`src/rtl/srrw_pkg.sv`:
```
// Package: shared types and constants of the selective-repeat receive window.
`default_nettype none
package srrw_pkg;
  localparam int unsigned SEQ_TOP = 15;

  typedef enum logic [2:0] {
    ACT_DATA    = 3'd0,
    ACT_OTHER   = 3'd1,
    ACT_TICK    = 3'd2,
    ACT_POLL    = 3'd3,
    ACT_RELEASE = 3'd4
  } action_t;

  typedef enum logic [1:0] {
    ACK_NORMAL  = 2'd0,
    ACK_NOSPACE = 2'd1,
    ACK_REFRESH = 2'd2
  } ack_kind_t;

  typedef enum logic [2:0] {
    OUT_INORDER   = 3'd0,
    OUT_PLACED    = 3'd1,
    OUT_DUPLICATE = 3'd2,
    OUT_OUTSIDE   = 3'd3,
    OUT_IGNORED   = 3'd4,
    OUT_DELIVERED = 3'd5,
    OUT_NOTHING   = 3'd6
  } outcome_t;

  typedef enum logic [2:0] {
    ST_IDLE,
    ST_DECIDE,
    ST_RD,
    ST_SCAN,
    ST_RELEASE,
    ST_OUT
  } state_t;

  localparam logic [1:0] REG_WINDOW_MAX    = 2'd0;
  localparam logic [1:0] REG_SILENCE_LIMIT = 2'd1;
  localparam logic [1:0] REG_PEER_IP       = 2'd2;
  localparam logic [1:0] REG_PEER_PORT     = 2'd3;

  // Commands from controller to datapath
  typedef struct packed {
    logic load;      // capture input beat
    logic decide;    // act on captured beat (everything but scan)
    logic scan;      // examine one slot of the forward scan
    logic scan_end;  // finish forward scan
    logic rd;        // issue payload read for release
    logic fin_rel;   // latch released payload
    logic out_load;  // present result (never raised; ST_OUT drives out_valid)
  } cmd_t;

  typedef struct packed {
    logic need_scan;  // in-order arrival
    logic need_rel;   // release with held data
    logic scan_done;  // scan stops this cycle
  } sts_t;

  function automatic logic [3:0] seq_next(input logic [3:0] s);
    return (s >= 4'(SEQ_TOP)) ? 4'd1 : s + 4'd1;
  endfunction

  function automatic logic [3:0] seq_prev(input logic [3:0] s);
    return (s <= 4'd1) ? 4'(SEQ_TOP) : s - 4'd1;
  endfunction
endpackage
`default_nettype wire

```
`src/rtl/srrw_if.sv`:
```
// Interfaces: valid/ready channels for input beats and result beats.
`default_nettype none
interface srrw_in_if #(parameter int PAYLOAD_BITS = 32);
  logic                    valid;
  logic                    ready;
  logic [2:0]              action;
  logic [3:0]              seq_no;
  logic [PAYLOAD_BITS-1:0] payload;
  logic [31:0]             src_ip;
  logic [15:0]             src_port;
  logic                    dropped;
  modport source (output valid, action, seq_no, payload, src_ip, src_port, dropped,
                  input ready);
  modport sink (input valid, action, seq_no, payload, src_ip, src_port, dropped,
                output ready);
endinterface

interface srrw_out_if #(parameter int PAYLOAD_BITS = 32);
  logic                    valid;
  logic                    ready;
  logic                    ack_valid;
  logic [1:0]              ack_kind;
  logic [3:0]              ack_seq;
  logic [3:0]              ack_window;
  logic [2:0]              outcome;
  logic                    deliver_valid;
  logic [PAYLOAD_BITS-1:0] deliver_payload;
  modport source (output valid, ack_valid, ack_kind, ack_seq, ack_window, outcome,
                  deliver_valid, deliver_payload, input ready);
  modport sink (input valid, ack_valid, ack_kind, ack_seq, ack_window, outcome,
                deliver_valid, deliver_payload, output ready);
endinterface
`default_nettype wire

```
`src/rtl/srrw_ram.sv`:
```
// Generic single-port-write, one-read RAM with registered read data.
`default_nettype none
module srrw_ram #(
  parameter int WIDTH = 32,
  parameter int DEPTH = 8
) (
  input  wire logic                     clk,
  input  wire logic                     we,
  input  wire logic [$clog2(DEPTH)-1:0] waddr,
  input  wire logic [WIDTH-1:0]         wdata,
  input  wire logic [$clog2(DEPTH)-1:0] raddr,
  output logic      [WIDTH-1:0]         rdata
);
  logic [WIDTH-1:0] mem [DEPTH];

  always_ff @(posedge clk) begin
    if (we) begin
      mem[waddr] <= wdata;
    end
    rdata <= mem[raddr];
  end
endmodule
`default_nettype wire

```
`src/rtl/srrw_ctrl.sv`:
```
// Controller: sequences capture, decision, scan, release and result beat.
`default_nettype none
module srrw_ctrl (
  input  wire logic           clk,
  input  wire logic           rst_n,
  input  wire logic           in_valid,
  output logic                in_ready,
  output logic                out_valid,
  input  wire logic           out_ready,
  input  wire srrw_pkg::sts_t sts,
  output srrw_pkg::cmd_t      cmd
);
  srrw_pkg::state_t state_r, state_nxt;

  // Next state
  always_comb begin
    state_nxt = state_r;
    unique case (state_r)
      srrw_pkg::ST_IDLE:    if (in_valid) state_nxt = srrw_pkg::ST_DECIDE;
      srrw_pkg::ST_DECIDE: begin
        if (sts.need_scan)     state_nxt = srrw_pkg::ST_SCAN;
        else if (sts.need_rel) state_nxt = srrw_pkg::ST_RD;
        else                   state_nxt = srrw_pkg::ST_OUT;
      end
      srrw_pkg::ST_SCAN:    if (sts.scan_done) state_nxt = srrw_pkg::ST_OUT;
      srrw_pkg::ST_RD:      state_nxt = srrw_pkg::ST_RELEASE;
      srrw_pkg::ST_RELEASE: state_nxt = srrw_pkg::ST_OUT;
      srrw_pkg::ST_OUT:     if (out_ready) state_nxt = srrw_pkg::ST_IDLE;
      default:              state_nxt = srrw_pkg::ST_IDLE;
    endcase
  end

  // Outputs
  always_comb begin
    cmd       = '0;
    in_ready  = 1'b0;
    out_valid = 1'b0;
    unique case (state_r)
      srrw_pkg::ST_IDLE: begin
        in_ready = 1'b1;
        cmd.load = in_valid;
      end
      srrw_pkg::ST_DECIDE:  cmd.decide = 1'b1;
      srrw_pkg::ST_SCAN: begin
        cmd.scan     = 1'b1;
        cmd.scan_end = sts.scan_done;
      end
      srrw_pkg::ST_RD:      cmd.rd = 1'b1;
      srrw_pkg::ST_RELEASE: cmd.fin_rel = 1'b1;
      srrw_pkg::ST_OUT:     out_valid = 1'b1;
      default: ;
    endcase
  end

  always_ff @(posedge clk) begin
    if (!rst_n) begin
      state_r <= srrw_pkg::ST_IDLE;
    end else begin
      state_r <= state_nxt;
    end
  end
endmodule
`default_nettype wire

```
`src/rtl/srrw_dp.sv`:
```
// Datapath: window state, slot tags, payload RAM and result registers.
`default_nettype none
module srrw_dp #(
  parameter int RECV_SLOTS   = 8,
  parameter int PAYLOAD_BITS = 32
) (
  input  wire logic                    clk,
  input  wire logic                    rst_n,
  input  wire srrw_pkg::cmd_t          cmd,
  output srrw_pkg::sts_t               sts,
  input  wire logic [2:0]              in_action,
  input  wire logic [3:0]              in_seq_no,
  input  wire logic [PAYLOAD_BITS-1:0] in_payload,
  input  wire logic [31:0]             in_src_ip,
  input  wire logic [15:0]             in_src_port,
  input  wire logic                    in_dropped,
  input  wire logic                    cfg_we,
  input  wire logic [1:0]              cfg_idx,
  input  wire logic [31:0]             cfg_wdata,
  output logic [31:0]                  cfg_rdata,
  input  wire logic [1:0]              cfg_ridx,
  output logic                         ack_valid,
  output logic [1:0]                   ack_kind,
  output logic [3:0]                   ack_seq,
  output logic [3:0]                   ack_window,
  output logic [2:0]                   outcome,
  output logic                         deliver_valid,
  output logic [PAYLOAD_BITS-1:0]      deliver_payload
);
  localparam int PW = $clog2(RECV_SLOTS);

  // Configuration
  logic [3:0]  window_max_r;
  logic [7:0]  silence_limit_r;
  logic [31:0] peer_ip_r;
  logic [15:0] peer_port_r;

  // Window state
  logic [3:0]  slot_seq_r [RECV_SLOTS];
  logic [3:0]  expected_seq_r;
  logic [PW-1:0] write_pos_r, read_pos_r;
  logic [3:0]  held_count_r;
  logic [3:0]  window_free_r;
  logic        no_space_r;
  logic [7:0]  silent_ticks_r;

  // Captured beat
  logic [2:0]              act_r;
  logic [3:0]              seq_r;
  logic [PAYLOAD_BITS-1:0] pay_r;
  logic [31:0]             sip_r;
  logic [15:0]             sport_r;
  logic                    drop_r;

  // Scan state
  logic [PW-1:0] scan_idx_r;
  logic [PW:0]   scan_k_r;
  logic [3:0]    last_r;
  logic [4:0]    moved_r;

  // Result registers
  logic                    ack_valid_r;
  logic [1:0]              ack_kind_r;
  logic [3:0]              ack_seq_r;
  logic [3:0]              ack_window_r;
  logic [2:0]              outcome_r;
  logic                    deliver_valid_r;
  logic [PAYLOAD_BITS-1:0] deliver_payload_r;

  // RAM
  logic                    ram_we;
  logic [PW-1:0]           ram_waddr;
  logic [PAYLOAD_BITS-1:0] ram_rdata;

  srrw_ram #(.WIDTH(PAYLOAD_BITS), .DEPTH(RECV_SLOTS)) u_ram (
    .clk  (clk),
    .we   (ram_we),
    .waddr(ram_waddr),
    .wdata(pay_r),
    .raddr(read_pos_r),
    .rdata(ram_rdata)
  );

  // Decision helpers
  logic       is_msg, accepted_src, in_order;
  logic [7:0] ticks_inc;
  logic [3:0] prev_exp;
  logic [3:0] offset;      // seq distance from expected, mod 15
  logic [4:0] diff;
  logic       in_window;
  logic [PW-1:0] place_idx;
  logic [3:0] wf_dec;

  always_comb begin
    is_msg       = (act_r == srrw_pkg::ACT_DATA) || (act_r == srrw_pkg::ACT_OTHER);
    accepted_src = (sip_r == peer_ip_r) && (sport_r == peer_port_r) &&
                   (act_r == srrw_pkg::ACT_DATA);
    in_order     = (seq_r == expected_seq_r);
    ticks_inc    = (silent_ticks_r == 8'hFF) ? silent_ticks_r : silent_ticks_r + 8'd1;
    prev_exp     = srrw_pkg::seq_prev(expected_seq_r);
    diff         = {1'b0, seq_r} + 5'd15 - {1'b0, expected_seq_r};
    offset       = (diff >= 5'd15) ? 4'(diff - 5'd15) : diff[3:0];
    in_window    = (seq_r != 4'd0) && ({1'b0, offset} < {1'b0, window_free_r});
    place_idx    = PW'(({1'b0, write_pos_r} + 5'(offset)) % RECV_SLOTS);
    wf_dec       = (window_free_r != 4'd0) ? window_free_r - 4'd1 : 4'd0;
  end

  // Scan step
  logic [PW-1:0] scan_nidx;
  logic          scan_hit;
  always_comb begin
    scan_nidx = PW'(({1'b0, scan_idx_r} + 1'b1) % RECV_SLOTS);
    scan_hit  = (scan_k_r < (PW+1)'(RECV_SLOTS)) && (slot_seq_r[scan_idx_r] != 4'd0) &&
                (slot_seq_r[scan_idx_r] == srrw_pkg::seq_next(last_r));
    sts.need_scan = cmd.decide && is_msg && !no_space_r && !drop_r && accepted_src &&
                    in_order;
    sts.need_rel  = cmd.decide && (act_r == srrw_pkg::ACT_RELEASE) &&
                    (held_count_r != 4'd0);
    sts.scan_done = !scan_hit;
  end

  assign ram_we    = cmd.decide && is_msg && !no_space_r && !drop_r && accepted_src &&
                     (in_order || (in_window && slot_seq_r[place_idx] != seq_r));
  assign ram_waddr = in_order ? write_pos_r : place_idx;

  // Config readback
  always_comb begin
    unique case (cfg_ridx)
      srrw_pkg::REG_WINDOW_MAX:    cfg_rdata = {28'd0, window_max_r};
      srrw_pkg::REG_SILENCE_LIMIT: cfg_rdata = {24'd0, silence_limit_r};
      srrw_pkg::REG_PEER_IP:       cfg_rdata = peer_ip_r;
      srrw_pkg::REG_PEER_PORT:     cfg_rdata = {16'd0, peer_port_r};
      default:                     cfg_rdata = '0;
    endcase
  end

  // Main state update
  always_ff @(posedge clk) begin
    if (!rst_n) begin
      window_max_r    <= 4'd5;
      silence_limit_r <= 8'd3;
      peer_ip_r       <= '0;
      peer_port_r     <= '0;
      for (int i = 0; i < RECV_SLOTS; i++) slot_seq_r[i] <= '0;
      expected_seq_r  <= 4'd1;
      write_pos_r     <= '0;
      read_pos_r      <= '0;
      held_count_r    <= '0;
      window_free_r   <= 4'd5;
      no_space_r      <= 1'b0;
      silent_ticks_r  <= '0;
    end else begin
      if (cfg_we) begin
        unique case (cfg_idx)
          srrw_pkg::REG_WINDOW_MAX:    window_max_r    <= cfg_wdata[3:0];
          srrw_pkg::REG_SILENCE_LIMIT: silence_limit_r <= cfg_wdata[7:0];
          srrw_pkg::REG_PEER_IP:       peer_ip_r       <= cfg_wdata;
          srrw_pkg::REG_PEER_PORT:     peer_port_r     <= cfg_wdata[15:0];
          default: ;
        endcase
      end
      // Decide: tick, poll and release updates and the first half of arrivals
      if (cmd.decide) begin
        if (is_msg) begin
          if (!no_space_r) begin
            if (drop_r) begin
              silent_ticks_r <= (ticks_inc >= silence_limit_r) ? 8'd0 : ticks_inc;
            end else begin
              silent_ticks_r <= '0;
              if (accepted_src && (in_order ||
                  (in_window && slot_seq_r[place_idx] != seq_r))) begin
                slot_seq_r[ram_waddr] <= seq_r;
                window_free_r <= wf_dec;
                if (wf_dec == 4'd0) no_space_r <= 1'b1;
              end
            end
          end
        end else if (act_r == srrw_pkg::ACT_TICK) begin
          if (no_space_r && window_free_r != 4'd0) begin
            silent_ticks_r <= ticks_inc;
            no_space_r     <= 1'b0;
          end else begin
            silent_ticks_r <= (ticks_inc >= silence_limit_r) ? 8'd0 : ticks_inc;
          end
        end else if (act_r == srrw_pkg::ACT_POLL) begin
          silent_ticks_r <= (ticks_inc >= silence_limit_r) ? 8'd0 : ticks_inc;
        end else if (act_r == srrw_pkg::ACT_RELEASE && held_count_r != 4'd0) begin
          slot_seq_r[read_pos_r] <= '0;
          held_count_r <= held_count_r - 4'd1;
          if (window_free_r < window_max_r) window_free_r <= window_free_r + 4'd1;
        end
      end
      // Advance the read slot once its payload has been latched
      if (cmd.fin_rel) begin
        read_pos_r <= PW'(({1'b0, read_pos_r} + 1'b1) % RECV_SLOTS);
      end
      // Finish scan: commit write slot, expected number and held count
      if (cmd.scan_end) begin
        write_pos_r    <= scan_idx_r;
        expected_seq_r <= srrw_pkg::seq_next(last_r);
        held_count_r   <= ({1'b0, held_count_r} + moved_r > 5'd15) ? 4'd15 :
                          4'(held_count_r + moved_r[3:0]);
      end
    end
  end

  // Capture, scan registers and result registers
  always_ff @(posedge clk) begin
    if (cmd.load) begin
      act_r   <= in_action;
      seq_r   <= in_seq_no;
      pay_r   <= in_payload;
      sip_r   <= in_src_ip;
      sport_r <= in_src_port;
      drop_r  <= in_dropped;
    end
    if (cmd.decide) begin
      scan_idx_r <= PW'(({1'b0, write_pos_r} + 1'b1) % RECV_SLOTS);
      scan_k_r   <= (PW+1)'(1);
      last_r     <= seq_r;
      moved_r    <= 5'd1;
      ack_valid_r       <= 1'b0;
      ack_kind_r        <= '0;
      ack_seq_r         <= '0;
      ack_window_r      <= '0;
      outcome_r         <= srrw_pkg::OUT_NOTHING;
      deliver_valid_r   <= 1'b0;
      deliver_payload_r <= '0;
      if (is_msg) begin
        outcome_r <= srrw_pkg::OUT_IGNORED;
        if (!no_space_r) begin
          if (drop_r) begin
            if (ticks_inc >= silence_limit_r) begin
              ack_valid_r  <= 1'b1;
              ack_kind_r   <= srrw_pkg::ACK_REFRESH;
              ack_seq_r    <= prev_exp;
              ack_window_r <= window_free_r;
            end
          end else if (accepted_src) begin
            ack_valid_r <= 1'b1;
            ack_kind_r  <= srrw_pkg::ACK_NORMAL;
            if (in_order) begin
              outcome_r    <= srrw_pkg::OUT_INORDER;
              ack_window_r <= wf_dec;
            end else begin
              ack_seq_r <= prev_exp;
              if (!in_window) begin
                outcome_r    <= srrw_pkg::OUT_OUTSIDE;
                ack_window_r <= window_free_r;
              end else if (slot_seq_r[place_idx] != seq_r) begin
                outcome_r    <= srrw_pkg::OUT_PLACED;
                ack_window_r <= wf_dec;
              end else begin
                outcome_r    <= srrw_pkg::OUT_DUPLICATE;
                ack_window_r <= window_free_r;
              end
            end
          end
        end
      end else if (act_r == srrw_pkg::ACT_TICK || act_r == srrw_pkg::ACT_POLL) begin
        if (act_r == srrw_pkg::ACT_TICK && no_space_r && window_free_r != 4'd0) begin
          ack_valid_r  <= 1'b1;
          ack_kind_r   <= srrw_pkg::ACK_NOSPACE;
          ack_seq_r    <= prev_exp;
          ack_window_r <= window_free_r;
        end else if (ticks_inc >= silence_limit_r) begin
          ack_valid_r  <= 1'b1;
          ack_kind_r   <= srrw_pkg::ACK_REFRESH;
          ack_seq_r    <= prev_exp;
          ack_window_r <= window_free_r;
        end
      end else if (act_r == srrw_pkg::ACT_RELEASE && held_count_r != 4'd0) begin
        outcome_r       <= srrw_pkg::OUT_DELIVERED;
        deliver_valid_r <= 1'b1;
      end
    end
    // One slot per cycle of the forward scan
    if (cmd.scan) begin
      if (scan_hit) begin
        last_r     <= srrw_pkg::seq_next(last_r);
        moved_r    <= moved_r + 5'd1;
        scan_idx_r <= scan_nidx;
        scan_k_r   <= scan_k_r + 1'b1;
      end else begin
        ack_seq_r <= last_r;
      end
    end
    if (cmd.fin_rel) begin
      deliver_payload_r <= ram_rdata;
    end
  end

  assign ack_valid       = ack_valid_r;
  assign ack_kind        = ack_kind_r;
  assign ack_seq         = ack_seq_r;
  assign ack_window      = ack_window_r;
  assign outcome         = outcome_r;
  assign deliver_valid   = deliver_valid_r;
  assign deliver_payload = deliver_payload_r;
endmodule
`default_nettype wire

```
`src/rtl/selective_repeat_receive_window_core.sv`:
```
// Top level: selective-repeat receive window with APB-style configuration.
//
// Usage: one input channel carries messages, ticks, polls and releases; each
// accepted input beat yields exactly one result beat on the output channel.
// Configuration goes through an APB-style port (window_max at 0x0,
// silence_limit at 0x4, peer_ip at 0x8, peer_port at 0xC); the user must
// write it only while the block is idle, which the block does not enforce.
// Sequencing: one item at a time. A plain item's result beat follows the
// decide state; a release first reads its payload from the RAM (read and
// latch states); an in-order arrival first runs the forward scan, which
// examines one slot tag per cycle, 1 to RECV_SLOTS slots. in_ready
// returns the cycle after the result beat is taken.
// Reset (rst_n low, synchronous) empties every slot, restores the
// registers to their defaults and sets the free window to 5.
// A stalled output holds the result beat and keeps in_ready low.
`default_nettype none
module selective_repeat_receive_window_core #(
  parameter int RECV_SLOTS   = 8,
  parameter int PAYLOAD_BITS = 32
) (
  input  wire logic        clk,
  input  wire logic        rst_n,
  srrw_in_if.sink          in_ch,
  srrw_out_if.source       out_ch,
  input  wire logic        cfg_psel,
  input  wire logic        cfg_penable,
  input  wire logic        cfg_pwrite,
  input  wire logic [3:0]  cfg_paddr,
  input  wire logic [31:0] cfg_pwdata,
  output logic [31:0]      cfg_prdata,
  output logic             cfg_pready
);
  srrw_pkg::cmd_t cmd;
  srrw_pkg::sts_t sts;
  logic           cfg_we;

  assign cfg_pready = 1'b1;
  assign cfg_we     = cfg_psel && cfg_penable && cfg_pwrite;

  srrw_ctrl u_ctrl (
    .clk      (clk),
    .rst_n    (rst_n),
    .in_valid (in_ch.valid),
    .in_ready (in_ch.ready),
    .out_valid(out_ch.valid),
    .out_ready(out_ch.ready),
    .sts      (sts),
    .cmd      (cmd)
  );

  srrw_dp #(.RECV_SLOTS(RECV_SLOTS), .PAYLOAD_BITS(PAYLOAD_BITS)) u_dp (
    .clk            (clk),
    .rst_n          (rst_n),
    .cmd            (cmd),
    .sts            (sts),
    .in_action      (in_ch.action),
    .in_seq_no      (in_ch.seq_no),
    .in_payload     (in_ch.payload),
    .in_src_ip      (in_ch.src_ip),
    .in_src_port    (in_ch.src_port),
    .in_dropped     (in_ch.dropped),
    .cfg_we         (cfg_we),
    .cfg_idx        (cfg_paddr[3:2]),
    .cfg_wdata      (cfg_pwdata),
    .cfg_rdata      (cfg_prdata),
    .cfg_ridx       (cfg_paddr[3:2]),
    .ack_valid      (out_ch.ack_valid),
    .ack_kind       (out_ch.ack_kind),
    .ack_seq        (out_ch.ack_seq),
    .ack_window     (out_ch.ack_window),
    .outcome        (out_ch.outcome),
    .deliver_valid  (out_ch.deliver_valid),
    .deliver_payload(out_ch.deliver_payload)
  );
endmodule
`default_nettype wire

```
`src/flat_wrapper.sv`:
```
// flat-port wrapper written by rule: the top's interface ports become plain ports
module selective_repeat_receive_window_core_flat 
#(
  parameter int RECV_SLOTS   = 8,
  parameter int PAYLOAD_BITS = 32
)
  (clk, rst_n, cfg_psel, cfg_penable, cfg_pwrite, cfg_paddr, cfg_pwdata, cfg_prdata, cfg_pready, in_ch_valid, in_ch_action, in_ch_seq_no, in_ch_payload, in_ch_src_ip, in_ch_src_port, in_ch_dropped, in_ch_ready, out_ch_valid, out_ch_ack_valid, out_ch_ack_kind, out_ch_ack_seq, out_ch_ack_window, out_ch_outcome, out_ch_deliver_valid, out_ch_deliver_payload, out_ch_ready);
  srrw_in_if #(.PAYLOAD_BITS(PAYLOAD_BITS)) in_ch_i ();
  srrw_out_if #(.PAYLOAD_BITS(PAYLOAD_BITS)) out_ch_i ();
  input  wire logic clk;
  input  wire logic rst_n;
  input  wire logic cfg_psel;
  input  wire logic cfg_penable;
  input  wire logic cfg_pwrite;
  input  wire logic [3:0] cfg_paddr;
  input  wire logic [31:0] cfg_pwdata;
  output logic [31:0] cfg_prdata;
  output logic cfg_pready;
  input wire logic [$bits(in_ch_i.valid)-1:0] in_ch_valid;
  input wire logic [$bits(in_ch_i.action)-1:0] in_ch_action;
  input wire logic [$bits(in_ch_i.seq_no)-1:0] in_ch_seq_no;
  input wire logic [$bits(in_ch_i.payload)-1:0] in_ch_payload;
  input wire logic [$bits(in_ch_i.src_ip)-1:0] in_ch_src_ip;
  input wire logic [$bits(in_ch_i.src_port)-1:0] in_ch_src_port;
  input wire logic [$bits(in_ch_i.dropped)-1:0] in_ch_dropped;
  output wire logic [$bits(in_ch_i.ready)-1:0] in_ch_ready;
  output wire logic [$bits(out_ch_i.valid)-1:0] out_ch_valid;
  output wire logic [$bits(out_ch_i.ack_valid)-1:0] out_ch_ack_valid;
  output wire logic [$bits(out_ch_i.ack_kind)-1:0] out_ch_ack_kind;
  output wire logic [$bits(out_ch_i.ack_seq)-1:0] out_ch_ack_seq;
  output wire logic [$bits(out_ch_i.ack_window)-1:0] out_ch_ack_window;
  output wire logic [$bits(out_ch_i.outcome)-1:0] out_ch_outcome;
  output wire logic [$bits(out_ch_i.deliver_valid)-1:0] out_ch_deliver_valid;
  output wire logic [$bits(out_ch_i.deliver_payload)-1:0] out_ch_deliver_payload;
  input wire logic [$bits(out_ch_i.ready)-1:0] out_ch_ready;
  assign in_ch_i.valid = in_ch_valid;
  assign in_ch_i.action = in_ch_action;
  assign in_ch_i.seq_no = in_ch_seq_no;
  assign in_ch_i.payload = in_ch_payload;
  assign in_ch_i.src_ip = in_ch_src_ip;
  assign in_ch_i.src_port = in_ch_src_port;
  assign in_ch_i.dropped = in_ch_dropped;
  assign in_ch_ready = in_ch_i.ready;
  assign out_ch_valid = out_ch_i.valid;
  assign out_ch_ack_valid = out_ch_i.ack_valid;
  assign out_ch_ack_kind = out_ch_i.ack_kind;
  assign out_ch_ack_seq = out_ch_i.ack_seq;
  assign out_ch_ack_window = out_ch_i.ack_window;
  assign out_ch_outcome = out_ch_i.outcome;
  assign out_ch_deliver_valid = out_ch_i.deliver_valid;
  assign out_ch_deliver_payload = out_ch_i.deliver_payload;
  assign out_ch_i.ready = out_ch_ready;
  selective_repeat_receive_window_core #(.RECV_SLOTS(RECV_SLOTS), .PAYLOAD_BITS(PAYLOAD_BITS)) u_core (.clk(clk), .rst_n(rst_n), .in_ch(in_ch_i), .out_ch(out_ch_i), .cfg_psel(cfg_psel), .cfg_penable(cfg_penable), .cfg_pwrite(cfg_pwrite), .cfg_paddr(cfg_paddr), .cfg_pwdata(cfg_pwdata), .cfg_prdata(cfg_prdata), .cfg_pready(cfg_pready));
endmodule
```
`config.mk`:
```
export PLATFORM = sky130hd
export DESIGN_NAME = selective_repeat_receive_window_core_flat
export DESIGN_NICKNAME = d
export VERILOG_FILES = /design/src/rtl/srrw_pkg.sv /design/src/rtl/srrw_if.sv /design/src/rtl/srrw_ram.sv /design/src/rtl/srrw_ctrl.sv /design/src/rtl/srrw_dp.sv /design/src/rtl/selective_repeat_receive_window_core.sv /design/src/flat_wrapper.sv
export SDC_FILE = /design/constraint.sdc
export NUM_CORES = 1
export LEC_CHECK = 0
export ABC_AREA = 0
export BUFFER_PORTS_ARGS = -buffer_cell sky130_fd_sc_hd__buf_2
export CAP_MARGIN = 10
export CORE_AREA = 2 2 246 248
export DETAILED_ROUTE_END_ITERATION = 6
export DIE_AREA = 0 0 248 250
export PLACE_DENSITY = 0.53
export SETUP_SLACK_MARGIN = 0.2
export SYNTH_ARGS = -nofsm -noshare
export SYNTH_HDL_FRONTEND = slang
export SYNTH_HIERARCHICAL = 1
export SYNTH_SLANG_ARGS = --single-unit
```
`constraint.sdc`:
```
create_clock -name clk -period 18.69 [get_ports clk]
set_input_delay 0 -clock clk [delete_from_list [all_inputs] [get_ports clk]]
set_output_delay 0 -clock clk [all_outputs]
set_load 0.005 [all_outputs]
```
==> flow_summary.html <==
<table>
<tr><th>Metric</th><th>Value</th></tr>
<tr><th colspan="2">Status</th></tr>
<tr><td>Status</td><td>completed</td></tr>
<tr><th colspan="2">CTS</th></tr>
<tr><td>Worst-case clock buffer depth</td><td>3</td></tr>
<tr><td>H-tree levels</td><td>2</td></tr>
<tr><td>CTS Hold Bufs</td><td>123</td></tr>
<tr><td>CTS resizes</td><td>0</td></tr>
<tr><td>Total number of clock tree sinks</td><td>561</td></tr>
<tr><td>Clock buffers created by TritonCTS</td><td>61</td></tr>
<tr><td>Clock Pin Slew Worst Setup and Hold Paths</td><td>0.06 ns</td></tr>
<tr><td>Cell at the root of the clock tree</td><td>sky130_fd_sc_hd__clkbuf_16</td></tr>
<tr><td>Count of buffers added by post-CTS timing repair for setup</td><td>0</td></tr>
<tr><td>Clock tree from TritonCTS</td><td>built</td></tr>
<tr><td>Clk Latency, worst-skew pair</td><td>0.63 ns</td></tr>
<tr><th colspan="2">Pwr</th></tr>
<tr><td>Fraction of power spent switching nets</td><td>28.2%</td></tr>
<tr><td>Share of total power in sequential cells</td><td>46.1%</td></tr>
<tr><td>Max IR drop VDD</td><td>0.0751 mV</td></tr>
<tr><td>Comb pwr share</td><td>19.7%</td></tr>
<tr><td>Clock power frac</td><td>34.2%</td></tr>
<tr><td>Internal power</td><td>2.56 mW</td></tr>
<tr><td>Total power divided by cell area</td><td>124 nW/um^2</td></tr>
<tr><td>Leak Pwr</td><td>10.5 nW</td></tr>
<tr><td>Net Sw Power</td><td>1.01 mW</td></tr>
<tr><th colspan="2">Timing</th></tr>
<tr><td>Final Hold Viols</td><td>0</td></tr>
<tr><td>Worst max-slew margin expressed relative to the limit</td><td>30.3%</td></tr>
<tr><td>Final setup vio count</td><td>0</td></tr>
<tr><td>Final-layout setup total negative slack</td><td>0 ns</td></tr>
<tr><td>Peak Freq</td><td>145 MHz</td></tr>
<tr><td>Final period util</td><td>36.9%</td></tr>
<tr><td>Worst Setup Slack, final</td><td>11.80 ns</td></tr>
<tr><td>Worst Tran Pin Value</td><td>1.04 ns</td></tr>
<tr><td>Final clock skew</td><td>0.0192 ns</td></tr>
<tr><td>Final number of max-transition violations</td><td>0</td></tr>
<tr><td>Worst hold slack across all endpoints</td><td>0.0748 ns</td></tr>
<tr><td>Unrepaired setup endpoints after global routing</td><td>false</td></tr>
<tr><td>Final Critical Period</td><td>6.89 ns</td></tr>
<tr><th colspan="2">Yosys</th></tr>
<tr><td>Nets in the synthesized netlist</td><td>1,784</td></tr>
<tr><td>Number of instances in the synthesized netlist</td><td>1,613</td></tr>
<tr><td>Yosys warning count</td><td>6</td></tr>
<tr><td>Area of the mapped netlist</td><td>23,600 um^2</td></tr>
<tr><td>Average instance area after synthesis</td><td>14.6 um^2</td></tr>
<tr><th colspan="2">Setup path</th></tr>
<tr><td>Category of the worst setup path capture point</td><td>register</td></tr>
<tr><td>Crit path arrival time</td><td>7.15 ns</td></tr>
<tr><td>Worst path required time</td><td>18.95 ns</td></tr>
<tr><td>Critical Path Fanout Max</td><td>32</td></tr>
<tr><td>Element type at the critical path start</td><td>register</td></tr>
<tr><td>CP Class</td><td>reg2reg</td></tr>
<tr><th colspan="2">Place</th></tr>
<tr><td>Place WS</td><td>11.79 ns</td></tr>
<tr><td>DP Wirelength</td><td>33,800 um</td></tr>
<tr><td>Final GP Congestion</td><td>0.810</td></tr>
<tr><td>Port Buffers</td><td>209</td></tr>
<tr><td>Instance area after placement</td><td>25,500 um^2</td></tr>
<tr><th colspan="2">Cells and area</th></tr>
<tr><td>Number of fill cells</td><td>5,174</td></tr>
<tr><td>Number of nets in the layout</td><td>2,125</td></tr>
<tr><td>Fin util</td><td>48.3%</td></tr>
<tr><td>Final design area excluding fillers</td><td>28,800 um^2</td></tr>
<tr><td>Relative area change from synthesis to final layout</td><td>21.9%</td></tr>
<tr><td>Ant. Diodes</td><td>0</td></tr>
<tr><td>Share of cells above drive strength 1</td><td>22.3%</td></tr>
<tr><th colspan="2">Routing</th></tr>
<tr><td>Post-detailed-route wirelength per cell</td><td>19.9 um</td></tr>
<tr><td>Routed wire length</td><td>55,600 um</td></tr>
<tr><td>Drt drc</td><td>0</td></tr>
<tr><td>First-pass iteration count of the detailed router</td><td>5</td></tr>
<tr><td>Number of nets with antenna violations after detailed routing</td><td>0</td></tr>
<tr><td>Average vias per placed instance</td><td>5.14</td></tr>
<tr><td>Iteration-0 DRC count of the detailed router</td><td>799</td></tr>
<tr><td>Total via count in the routed design</td><td>14,330</td></tr>
<tr><th colspan="2">Floorplan</th></tr>
<tr><td>Floorplan die area</td><td>62,000 um^2</td></tr>
<tr><td>Number of top-level pins</td><td>213</td></tr>
<tr><td>Die outline width</td><td>248 um</td></tr>
<tr><td>Core region area</td><td>59,600 um^2</td></tr>
<tr><td>Die Ht</td><td>250 um</td></tr>
<tr><td>Initial Utilization</td><td>39.6%</td></tr>
<tr><td>Number of rows created at floorplan</td><td>90</td></tr>
<tr><th colspan="2">GRT</th></tr>
<tr><td>First-pass GRT wire length</td><td>84,800 um</td></tr>
<tr><td>Total track usage</td><td>17.9%</td></tr>
<tr><td>Antenna violations before repair</td><td>1</td></tr>
<tr><td>Residual overflow from global routing</td><td>0</td></tr>
<tr><td>Number of global-route vias before repair</td><td>14,631</td></tr>
<tr><td>Largest net degree at the start of global routing</td><td>65</td></tr>
<tr><th colspan="2">Job</th></tr>
<tr><td>Max-cap viol count</td><td>0</td></tr>
<tr><th colspan="2">Hold path</th></tr>
<tr><td>Tightest Hold Check Type</td><td>in2reg</td></tr>
</table>
==> worst paths after layout <==
kind	start	to	cells past startpoint	slack, ns
max	u_core/u_dp/seq_r[0]	u_core/u_dp/u_ram/mem[4][8]	21	11.80
min	in_ch_src_ip[24]	u_core/u_dp/sip_r[24]	2	0.07
max reg2reg	u_core/u_dp/seq_r[0]	u_core/u_dp/u_ram/mem[4][8]	21	11.80
min reg2reg	u_core/u_dp/scan_k_r[2]	u_core/u_dp/scan_k_r[3]	2	0.48
==> final cells by class <==
type	instances	area (um^2)	share of cell area, %
inverter	50	188	0.652
timing repair buffer	348	2400	8.33
clock buffer	85	1700	5.90
multi-input combinational	932	7700	26.8
sequential	561	15400	53.6
tap	782	978	3.40
clock inverter	30	374	1.30
==> flip-flops by register name, summed over array words and instances (netlist names), 16 cells and up <==
register                     count
u_core/u_dp/sip_r               32
u_core/u_dp/slot_seq_r          32
u_core/u_dp/u_ram/rdata         32
u_core/u_dp/peer_port_r         16
u_core/u_dp/pay_r               32
u_core/u_dp/u_ram/mem          256
u_core/u_dp/sport_r             16
u_core/u_dp/deliver_payload     32
u_core/u_dp/peer_ip_r           32
==> critical path: stages, from the launching register on <==
cell and delay [ns]:
sky130_fd_sc_hd__edfxtp_1 0.50, sky130_fd_sc_hd__ha_1 0.25, sky130_fd_sc_hd__inv_1 0.06, sky130_fd_sc_hd__fa_1 0.47
sky130_fd_sc_hd__xnor2_2 0.33, sky130_fd_sc_hd__a2bb2oi_1 0.12, sky130_fd_sc_hd__o22ai_1 0.23, sky130_fd_sc_hd__a21oi_1 0.12
sky130_fd_sc_hd__or3_1 0.34, sky130_fd_sc_hd__ha_1 0.20, sky130_fd_sc_hd__fa_1 0.73, sky130_fd_sc_hd__mux4_2 0.37
sky130_fd_sc_hd__xor2_1 0.18, sky130_fd_sc_hd__a221o_1 0.17, sky130_fd_sc_hd__nor3_2 0.05, sky130_fd_sc_hd__o211a_1 0.25
sky130_fd_sc_hd__a311oi_2 0.39, sky130_fd_sc_hd__o31ai_2 0.22, sky130_fd_sc_hd__a211oi_1 0.44, sky130_fd_sc_hd__nand2_1 0.31
sky130_fd_sc_hd__nor3_2 0.18, sky130_fd_sc_hd__buf_4 0.54
==> power groups by stage <==
stage | registers [mW] | clock network [mW] | logic, mW
after detailed placement | 1.67 | 0 | 0.694
final | 1.65 | 1.22 | 0.703
after CTS | 1.65 | 1.26 | 0.717
after global routing | 1.67 | 1.31 | 0.780
after global placement | 1.67 | 0 | 0.685
after floorplan | 1.63 | 0 | 0.515
==> per-stage QoR <==
stage	std cells	power (mW)
3_5_place_dp	2550	2.37
5_1_grt	2788	3.75
3_3_place_gp	2550	2.35
4_1_cts	2788	3.62
6_report	2788	3.57
2_1_floorplan	1613	2.14
==> cells in the final DEF (no fill, tap or decap), types with 9 or more instances in the layout <==
cell,count
sky130_fd_sc_hd__nand3_1,17
sky130_fd_sc_hd__nand2_1,162
sky130_fd_sc_hd__o21ai_0,36
sky130_fd_sc_hd__and2_1,54
sky130_fd_sc_hd__mux2i_1,31
sky130_fd_sc_hd__clkbuf_1,16
sky130_fd_sc_hd__mux4_2,39
sky130_fd_sc_hd__xor2_1,52
sky130_fd_sc_hd__clkinv_2,13
sky130_fd_sc_hd__inv_1,47
sky130_fd_sc_hd__nor3_1,11
sky130_fd_sc_hd__clkbuf_16,61
sky130_fd_sc_hd__xnor2_1,16
sky130_fd_sc_hd__a22o_1,13
sky130_fd_sc_hd__a21oi_1,88
sky130_fd_sc_hd__nor2b_1,14
sky130_fd_sc_hd__mux4_1,45
sky130_fd_sc_hd__o21ai_1,9
sky130_fd_sc_hd__ha_1,37
sky130_fd_sc_hd__dfxtp_1,139
sky130_fd_sc_hd__buf_4,16
sky130_fd_sc_hd__edfxtp_1,419
sky130_fd_sc_hd__buf_2,209
sky130_fd_sc_hd__nor4_1,15
sky130_fd_sc_hd__nand2b_1,17
sky130_fd_sc_hd__nor2_1,89
sky130_fd_sc_hd__dlygate4sd3_1,123
sky130_fd_sc_hd__mux2_2,43
==> metal layers <==
layer,global-route usage [%],part of all wire (%)
met1,23.4,44
met2,30.5,50
met5,0,0.023
met4,4.26,2.0
met3,3.59,4.8
No activity file was read; power rests on OpenSTA's default activity.
